<file path="src/bound_table_with_checkpoint_core_defines.svh">
// Assertion macros for the bound table with checkpoint core.
`ifndef BOUND_TABLE_WITH_CHECKPOINT_CORE_DEFINES_SVH
`define BOUND_TABLE_WITH_CHECKPOINT_CORE_DEFINES_SVH
`ifndef SYNTHESIS
`define BTC_ASSERT_SAME(lbl, clk, rstn, ante, cons) \
  lbl: assert property (@(posedge clk) disable iff (!rstn) (ante) |-> (cons)) \
    else $error("bound table assertion failed");
`define BTC_ASSERT_NEXT(lbl, clk, rstn, ante, cons) \
  lbl: assert property (@(posedge clk) disable iff (!rstn) (ante) |=> (cons)) \
    else $error("bound table assertion failed");
`else
`define BTC_ASSERT_SAME(lbl, clk, rstn, ante, cons)
`define BTC_ASSERT_NEXT(lbl, clk, rstn, ante, cons)
`endif
`endif

</file>
<file path="src/btc_pkg.sv">
// Shared types, codes and constants of the bound table with checkpoint core.
package btc_pkg;

  localparam int NUM_ENTRIES_DEF = 64;
  localparam int IDX_W = 6;
  localparam int BND_W = 32;
  localparam int OP_W = 3;
  localparam int ST_W = 2;

  typedef enum logic [OP_W-1:0] {
    OP_REGISTER    = 3'd0,
    OP_UPDATE      = 3'd1,
    OP_SAVE_ALL    = 3'd2,
    OP_SAVE_ONE    = 3'd3,
    OP_DISCARD_ALL = 3'd4,
    OP_READ        = 3'd5,
    OP_LIST        = 3'd6
  } op_e;

  typedef enum logic [ST_W-1:0] {
    ST_OK    = 2'd0,
    ST_DUP   = 2'd1,
    ST_NOREG = 2'd2,
    ST_NONE  = 2'd3
  } status_e;

  typedef struct packed {
    status_e                  status;
    logic [IDX_W-1:0]         var_out;
    logic signed [BND_W-1:0]  cur_lower;
    logic signed [BND_W-1:0]  cur_upper;
    logic signed [BND_W-1:0]  saved_lower;
    logic signed [BND_W-1:0]  saved_upper;
    logic                     last;
  } res_t;

  typedef struct packed {
    logic latch_in;
    logic rd_idx;
    logic point_exec;
    logic ord_rd;
    logic ent_rd;
    logic walk_exec;
    logic fin_load;
  } cmd_t;

  typedef struct packed {
    logic out_free;
    logic walk_done;
    logic walk_stall;
  } sts_t;

endpackage

</file>
<file path="src/btc_ctrl.sv">
// Controller state machine that sequences point operations and table walks.
module btc_ctrl (
  input  logic           clk_i,
  input  logic           rst_ni,
  input  logic           in_valid_i,
  input  btc_pkg::op_e   op_i,
  output logic           in_ready_o,
  input  btc_pkg::sts_t  sts_i,
  output btc_pkg::cmd_t  cmd_o
);

  localparam logic [2:0] S_IDLE = 3'd0;
  localparam logic [2:0] S_PRD  = 3'd1;
  localparam logic [2:0] S_PEX  = 3'd2;
  localparam logic [2:0] S_ORD  = 3'd3;
  localparam logic [2:0] S_ERD  = 3'd4;
  localparam logic [2:0] S_WEX  = 3'd5;
  localparam logic [2:0] S_FIN  = 3'd6;

  logic [2:0] state_q;
  logic [2:0] state_d;

  always_comb begin
    state_d    = state_q;
    cmd_o      = '0;
    in_ready_o = 1'b0;
    case (state_q)
      S_IDLE: begin
        in_ready_o = 1'b1;
        if (in_valid_i) begin
          cmd_o.latch_in = 1'b1;
          case (op_i)
            btc_pkg::OP_REGISTER,
            btc_pkg::OP_UPDATE,
            btc_pkg::OP_SAVE_ONE,
            btc_pkg::OP_READ: state_d = S_PRD;
            btc_pkg::OP_SAVE_ALL,
            btc_pkg::OP_DISCARD_ALL,
            btc_pkg::OP_LIST: state_d = S_ORD;
            default: state_d = S_FIN;
          endcase
        end
      end
      S_PRD: begin
        cmd_o.rd_idx = 1'b1;
        state_d      = S_PEX;
      end
      S_PEX: begin
        if (sts_i.out_free) begin
          cmd_o.point_exec = 1'b1;
          state_d          = S_IDLE;
        end
      end
      S_ORD: begin
        if (sts_i.walk_done) begin
          state_d = S_FIN;
        end else begin
          cmd_o.ord_rd = 1'b1;
          state_d      = S_ERD;
        end
      end
      S_ERD: begin
        cmd_o.ent_rd = 1'b1;
        state_d      = S_WEX;
      end
      S_WEX: begin
        if (!sts_i.walk_stall) begin
          cmd_o.walk_exec = 1'b1;
          state_d         = S_ORD;
        end
      end
      S_FIN: begin
        if (sts_i.out_free) begin
          cmd_o.fin_load = 1'b1;
          state_d        = S_IDLE;
        end
      end
      default: begin
        state_d = S_IDLE;
      end
    endcase
  end

  always_ff @(posedge clk_i or negedge rst_ni) begin
    if (!rst_ni) begin
      state_q <= S_IDLE;
    end else begin
      state_q <= state_d;
    end
  end

endmodule

</file>
<file path="config.mk">
export PLATFORM = sky130hd
export DESIGN_NAME = btc_ctrl
export DESIGN_NICKNAME = d
export VERILOG_FILES = /design/src/bound_table_with_checkpoint_core_defines.svh /design/src/btc_pkg.sv /design/src/btc_ctrl.sv
export SDC_FILE = /design/constraint.sdc
export NUM_CORES = 1
export LEC_CHECK = 0
export BUFFER_PORTS_ARGS = -buffer_cell sky130_fd_sc_hd__buf_2
export CAP_MARGIN = 15
export CORE_AREA = 10 10 47 49
export CTS_BUF_LIST = sky130_fd_sc_hd__clkbuf_4 sky130_fd_sc_hd__clkbuf_8
export DETAILED_ROUTE_END_ITERATION = 12
export DIE_AREA = 0 0 57 59
export PLACE_DENSITY_LB_ADDON = 0.15
export SETUP_SLACK_MARGIN = 0.2
export SLEW_MARGIN = 20
export SYNTH_ARGS = -nofsm -noshare
export SYNTH_HDL_FRONTEND = slang
export SYNTH_SLANG_ARGS = --single-unit
</file>
<file path="constraint.sdc">
create_clock -name clk_i -period 1.4 [get_ports clk_i]
set_clock_uncertainty 0.15 [all_clocks]
set_input_delay 0.28 -clock clk_i [delete_from_list [all_inputs] [get_ports clk_i]]
set_output_delay 0.28 -clock clk_i [all_outputs]
set_load 0.005 [all_outputs]
</file>
==> run metrics, run 1 <==
M1 GR Usage between 7 and 8%; #FFs+latches synth 3; DRT Pass-1 Iters 2; Slew Viols, Final 0; max cap viols 0; cell area after synthesis 332 µm²; die span in y slightly below 60 µm; Max Clk Rate 0.603 GHz; grt ovf 0; input/output buffers 16; Inst Count DP 76; cells on worst reg2reg path 5; diodes inserted 0; Switch Pwr about 0.53 mW; top flop regs state_q (3); outcome complete, but fails checks; post-DP HPWL 867 µm; most frequent cells in the layout 15 x buf_2, 13 x buf_4, 7 x buf_6; yosys warns 0; WL/cell 12.9 µm; Avg Inst Size Synth between 9 and 10 µm²; post-route ant nets 0; setup_tns -1.97 ns; reg2reg end state_q[0]; post-route DRC violation count 0; critical path data required time 0.97 ns; fin util 49.6%; share of cells above drive strength 1 78.1%; top post-synthesis cells by area dfrtp_1 23%, nor3_2 6.0%, nor4bb_2 4.9%, o41ai_2 4.9%, and4b_4 4.2%; Worst setup SP type flip-flop; CP arrival about 1.2 ns; Slew @ Worst Pin about 0.32 ns; failing checks negative setup slack; clock-pin slew on the worst setup and hold paths 0.04 ns; clock share of power 12.3%; synthesized net count 45; GR Util met3 3.43%; DP Worst Slack -0.0949 ns; Clock Sinks 3; ys flop type dfrtp_1; min-delay worst type in2async; cells along the critical path buf_6, nor3_4, and2_1, buf_2; CP Capture Type primary output; Hold Worst Slack 0.236 ns; Skew-Pair Late Insertion Delay 0.23 ns; sequential fraction of design power ~15%; initial core utilization 23.7%; setup ws final -0.260 ns; min Tclk post-route 1.66 ns; Core ar. ~1400 µm²; sequential share of the synthesized area approximately 23%; initial antenna violation count 0; Crit-path slowest cell dfrtp_2; Horiz. Die Dim about 57 µm; All-Layer GR Usage roughly 7.4%; largest net degree at the start of global routing 8; Async SR Flop Fraction 100%; Nets 83; LEAKAGE about 0.33 nW; Design Power around 1.4 mW; DRT iter0 DRCs 1; Finished Cell Area 696 µm²; first-pass GRT wire length approximately 2000 µm; final setup violating endpoints 11; switching part of the total 37.4%; largest stage delay on the critical path 0.44 ns; worst reg2reg startpoint state_q[0]; Gate Count Post-Synth 36; area delta synth->final 110%; RSZ-0062 raised after global routing yes; final non-filler cell total approximately 90; crit path kind reg2out; Via density roughly 4.8; Synth area leader dfrtp_1; Cell variety after synth 25; Num CTS Buffers 3; Total Wirelength 1150 µm; final period utilization 119%; area share of the largest cell type after synthesis 22.6%; R2R setup slack -0.10 ns; vias in the first global route roughly 460; die area around 3400 µm²; # IOs 17; Placer Congestion 0.747; TritonCTS clock tree yes; row cnt 14; layer carrying the most global-route usage met2; worst-case clock buffer depth 2; Peak VDD IR 0.970 mV; H-tree depth 1; Gate power share about 72%; Slew headroom between 70% and 80%; placed inst area 520 µm²; EDFF count, synth 0; met2 Track Usage GR 12.4%; most common cell after layout, fill and taps aside buf_2; Vias 430; internal cell power 0.878 mW; Crit Path Max Fanout 5; max reg flops 3; root buffer cell clkbuf_4; Final Hold Viols 0; Most flops, register state_q; pwr dens 2020 nW/µm²
==> layer usage <==
layer / vias up / wire length [µm]
li1: 216 / -
met1: 203 / 483
met2: 11 / 564
met3: 0 / 98
met4: 0 / 0
met5: - / 0
==> critical path, delay by kind of cell, from the launching register on <==
kind          cells  cell delay, ns
buf+inv           2            0.23
flops             1            0.44
simple gates      2            0.32
==> synthesized netlist by cell type (2+ instances only) <==
master,number
dfrtp_1,3
inv_1,3
nor2_1,3
a21oi_1,2
a31oi_1,2
and2_1,2
nor3_1,2
nor3_2,2
==> kinds of logic after synthesis <==
kind of cell	after synthesis	share of synthesized area (%)
buffers and inverters	6	10.6
flip-flops	3	22.6
adder cells (fa/ha/maj)	1	3.02
AO/OA/AOI/OAI	9	20.8
AND/OR/NAND/NOR	17	43.0
==> power by group through the flow <==
| stage | Combinational (mW) | Sequential [mW] | Clock, mW |
|---|---|---|---|
| 2_1_floorplan | 0.475 | 0.174 | 0 |
| 3_3_place_gp | 0.699 | 0.220 | 0 |
| 3_5_place_dp | 0.694 | 0.221 | 0 |
| 4_1_cts | 0.968 | 0.215 | 0.182 |
| 5_1_grt | 1.11 | 0.228 | 0.189 |
| 6_report | 1.02 | 0.216 | 0.173 |
==> worst max path at each step <==
stage,startpoint,end,slack (ns),cells after the start
floorplan,state_q[0],state_q[0],0.06,4
global placement,state_q[2],cmd_o[6],-0.08,4
detailed placement,state_q[1],state_q[0],-0.09,4
CTS,state_q[0],cmd_o[6],-0.27,4
global route,state_q[2],cmd_o[6],-0.35,4
finish,state_q[0],cmd_o[6],-0.26,4
==> cell type report <==
cell class / instances / area (µm²)
clock buffer: 4 / 30.0
fill: 137 / 706
inverter: 3 / 11.3
multi-input combinational: 27 / 294
sequential: 3 / 78.8
tap: 16 / 20.0
timing repair buffer: 36 / 262
==> repair_timing <==
item	4_1_cts	5_1_grt
cloned	0	0
setup endpoints to repair	11	11
hold endpoints to repair	3	0
setup buffers	7	1
hold buffers	1	0
resized for setup	13	5
pin swaps	4	0
Note: power is estimated with default switching activity, not from simulation.
==> run 2: changes to the inputs <==
--- a/config.mk
+++ b/config.mk
@@ -12,6 +12,7 @@
 export DETAILED_ROUTE_END_ITERATION = 12
 export DIE_AREA = 0 0 57 59
 export PLACE_DENSITY_LB_ADDON = 0.15
+export REMOVE_ABC_BUFFERS = 1
 export SETUP_SLACK_MARGIN = 0.2
 export SLEW_MARGIN = 20
 export SYNTH_ARGS = -nofsm -noshare
==> run 2 against run 1 <==
Net effect: the flow still finishes with violations (negative setup slack); first-iteration DRC count rose to 6.0 times the previous value; wire length grew 4.1%; utilization down 5.4 points; power down 12%; final area is 11% lower; via count up 0.70%; count of clock-buffer cells in the layout unchanged; sequential power rose by 6%; clock power about the same; worst hold slack got worse by 0.017 ns; highest routed layer is now met4.
==> run metrics, run 2 (same netlist as run 1, synthesis figures left out) <==
final period utilization 119%; post-route DRC violation count 0; outcome complete, but fails checks; Horiz. Die Dim 57 µm; Finished Cell Area 619 µm²; failing checks negative setup slack; worst-case clock buffer depth 2; Most flops, register state_q; row cnt 14; Total Wirelength 1190 µm; Crit Path Max Fanout 6; Via density 5.09; Inst Count DP 70; vias in the first global route 485; first-pass GRT wire length 2080 µm; WL/cell ~14 µm; crit path kind reg2out; cells along the critical path buf_6, nor4bb_2, buf_2; grt ovf 0; DP Worst Slack -0.154 ns; pwr dens 1990 nW/µm²; final setup violating endpoints 11; Worst setup SP type flip-flop; CP arrival 1.23 ns; setup ws final -0.263 ns; Placer Congestion about 0.7; Vias 433; FF+latch area ~79 µm²; final non-filler cell total 85; Slew headroom 78.3%; Crit-path slowest cell dfrtp_2; initial antenna violation count 0; TritonCTS clock tree yes; DRT Pass-1 Iters 4; CP Capture Type primary output; area of the multi-input gates 268 µm²; share of cells above drive strength 1 between 70% and 80%; largest net degree at the start of global routing 13; post-DP HPWL 783 µm; most common cell after layout, fill and taps aside buf_2; Max Clk Rate 0.601 GHz; setup_tns -2.14 ns; Worst path top cell family by delay flip-flops; Num CTS Buffers 3; Final Hold Viols 0; max reg flops 3; input/output buffers 16; die span in y 59 µm; largest stage delay on the critical path 0.45 ns; DRT iter0 DRCs 6; Slew @ Worst Pin 0.323 ns; All-Layer GR Usage 7.72%; placed inst area 445 µm²; clock-pin slew on the worst setup and hold paths 0.04 ns; Slew Viols, Final 0; Hold Worst Slack 0.219 ns; Design Power 1.23 mW; top flop regs state_q (3); Core ar. 1400 µm²; min-delay worst type in2async; # IOs 17; root buffer cell clkbuf_4; max cap viols 0; H-tree depth 1; Peak VDD IR 0.652 mV; most frequent cells in the layout 17 x buf_2, 11 x buf_4, 4 x clkbuf_4; fill count 151; min Tclk post-route 1.66 ns; Worst Path Buf+Inv 2; critical path data required time 0.97 ns; WP depth 3; cells on worst reg2reg path 6; Nets 79; diodes inserted 0; fin util ~44%; Clock Sinks 3; post-route ant nets 0; initial core utilization 23.7%; RSZ-0062 raised after global routing yes; LEAKAGE 0.301 nW; die area 3360 µm²; Skew-Pair Late Insertion Delay 0.23 ns; area delta synth->final 86.8%
## run 2: power by group
group / leakage (nW) / internal, mW / switching (mW) / total, mW
clock: 0.0184 / 0.126 / 0.0462 / 0.172
combinational: 0.248 / 0.483 / 0.346 / 0.830
sequential: 0.0339 / 0.135 / 0.0950 / 0.230
## run 2: final timing paths
check	from	to	slack, ns
min in group clk_i	op_i[2]	state_q[0]	0.29
setup reg to reg	state_q[0]	state_q[0]	-0.23
max in group asynchronous	rst_ni	state_q[0]	0.76
hold / removal	rst_ni	state_q[1]	0.22
setup / recovery	state_q[2]	cmd_o[4]	-0.26
hold reg to reg	state_q[1]	state_q[0]	0.43
## run 2: repair_timing
action / in CTS / in global routing
hold endpoints to repair: 3 / 0
gates resized for setup: 10 / 6
buffers inserted: 4 / 6
pin swaps: 2 / 4
setup endpoints to repair: 11 / 11
hold buffers: 1 / 0
## run 2: final cells by class
type                       instances  share of cell area (%)
sequential                         3                    12.7
multi-input combinational         27                    43.2
inverter                           3                    1.82
clock buffer                       4                    4.85
timing repair buffer              32                    34.1
tap                               16                    3.23
## run 2: per-layer routing
metal  global-route usage (%)  share of wire (%)
met5                        0                  0
met4                     7.38                3.1
met3                     3.22                8.3
met2                     12.2                 50
met1                     7.43                 39
==> run 3: changes to the inputs <==
==> constraint.sdc (replaced) <==
create_clock -name clk_i -period 1.95 [get_ports clk_i]
set_clock_uncertainty 0.15 [all_clocks]
set_input_delay 0.39 -clock clk_i [delete_from_list [all_inputs] [get_ports clk_i]]
set_output_delay 0.39 -clock clk_i [all_outputs]
set_load 0.005 [all_outputs]
==> run 3 against run 2 <==
Net effect: the flow now finishes without violations; flip-flop and latch count did not move; critical endpoint is now cmd_o[3]; die area did not move; first-iteration DRC count fell by 33%; critical path type unchanged.
==> run metrics, run 3 (same netlist as run 1, synthesis figures left out) <==
Vias 410; Slew @ Worst Pin 0.444 ns; All-Layer GR Usage 6.84%; Peak VDD IR 0.427 mV; Num CTS Buffers 3; Crit-path slowest cell dfrtp_2; Most flops, register state_q; die span in y approximately 60 µm; max reg flops 3; TritonCTS clock tree yes; DP Worst Slack 0.328 ns; Placer Congestion 0.680; vias in the first global route 397; crit path kind reg2out; placed inst area 415 µm²; # IOs 17; LEAKAGE 0.271 nW; top flop regs state_q (3); most common cell after layout, fill and taps aside buf_2; die area 3360 µm²; Max Clk Rate 0.569 GHz; area delta synth->final 69.8%; grt ovf 0; share of cells above drive strength 1 69.7%; largest net degree at the start of global routing 15; cells along the critical path buf_4, and3_1, and2_1, buf_2; Core ar. 1400 µm²; setup ws final 0.194 ns; Worst setup SP type flip-flop; setup_tns 0 ns; DRT Pass-1 Iters 4; WL/cell about 14 µm; Nets 76; RSZ-0062 raised after global routing yes; most frequent cells in the layout 16 x buf_2, 11 x buf_4, 4 x clkbuf_4; root buffer cell clkbuf_4; Total Wirelength 1140 µm; Crit Path Max Fanout 3; CP Capture Type primary output; post-route DRC violation count 0; clock-pin slew on the worst setup and hold paths 0.04 ns; Horiz. Die Dim 57 µm; Final Hold Viols 0; outcome complete, no violations; Skew-Pair Late Insertion Delay 0.24 ns; Design Power 0.809 mW; final period utilization 90.1%; min-delay worst type in2async; initial core utilization a little under a quarter; critical path data required time 1.41 ns; post-route ant nets 0; input/output buffers 16; largest stage delay on the critical path 0.40 ns; H-tree depth 1; Via density 5.00; DRT iter0 DRCs 4; max cap viols 0; pwr dens 1440 nW/µm²; diodes inserted 0; row cnt 14; CP arrival 1.22 ns; post-DP HPWL approximately 740 µm; Clock Sinks 3; Finished Cell Area 563 µm²; min Tclk post-route 1.76 ns; worst-case clock buffer depth 2; initial antenna violation count 0; Slew Viols, Final 0; first-pass GRT wire length 1700 µm; cells on worst reg2reg path 6; Slew headroom 70.1%; final setup violating endpoints 0
==> run 3: changes by cell type in the layout (fill, tap and decap cells not counted), sizes merged <==
cell / before / now
buf: 31 / 28
==> run 3: final timing paths <==
kind                       startpoint         end  slack [ns]
max                        state_q[1]    cmd_o[3]        0.19
min                            rst_ni  state_q[0]        0.33
max reg2reg                state_q[1]  state_q[0]        0.29
min reg2reg                state_q[1]  state_q[0]        0.43
max in group asynchronous      rst_ni  state_q[2]        1.20
min in group clk_i           sts_i[0]  state_q[1]        0.39
==> run 3: worst max-delay path: cells and delay by family, from the launching register on <==
kind / cells / cell delay, ns
flops: 1 / 0.40
simple gates: 2 / 0.33
buf+inv: 2 / 0.26
==> run 3: through the flow <==
step           instances  hold WS (ns)  utilization [%]
6_report              82         0.327             40.2
3_5_place_dp          66        0.0368             29.6
2_1_floorplan         33       -0.0556                -
3_3_place_gp          66        0.0391             29.6
5_1_grt               82         0.320             40.2
4_1_cts               73         0.313             34.6
==> run 3: power by group <==
part           switching (mW)  internal [mW]  total (mW)  leakage, nW
clock                  0.0355         0.0907       0.126       0.0184
sequential             0.0626         0.0965       0.159       0.0339
combinational           0.222          0.302       0.524        0.219
total                   0.320          0.489       0.809        0.271
==> run 3: what timing repair did <==
action | CTS | global route
pin swaps | 0 | 1
gates resized for setup | 5 | 4
buffers inserted | 2 | 9
hold endpoints to repair | 3 | 0
hold buffers | 1 | 0
endpoints found under the setup margin | 8 | 5
==> run 3: routing by layer <==
layer | GRT usage, % | up-vias | share of wire, % | routed length (µm)
li1 | - | 199 | - | -
met1 | 5.73 | 189 | 38 | 440
met2 | 9.77 | 19 | 49 | 558
met3 | 3.86 | 3 | 10 | 115
met4 | 9.73 | 0 | 2.5 | 29
met5 | 0 | - | 0 | 0
==> run 3: layout make-up <==
class,instances,area (µm²)
Clock buffer,4,30.0
Timing Repair Buffer,29,184
Multi-Input combinational cell,27,239
Sequential cell,3,78.8
Fill cell,155,838
Inverter,3,11.3
Tap cell,16,20.0
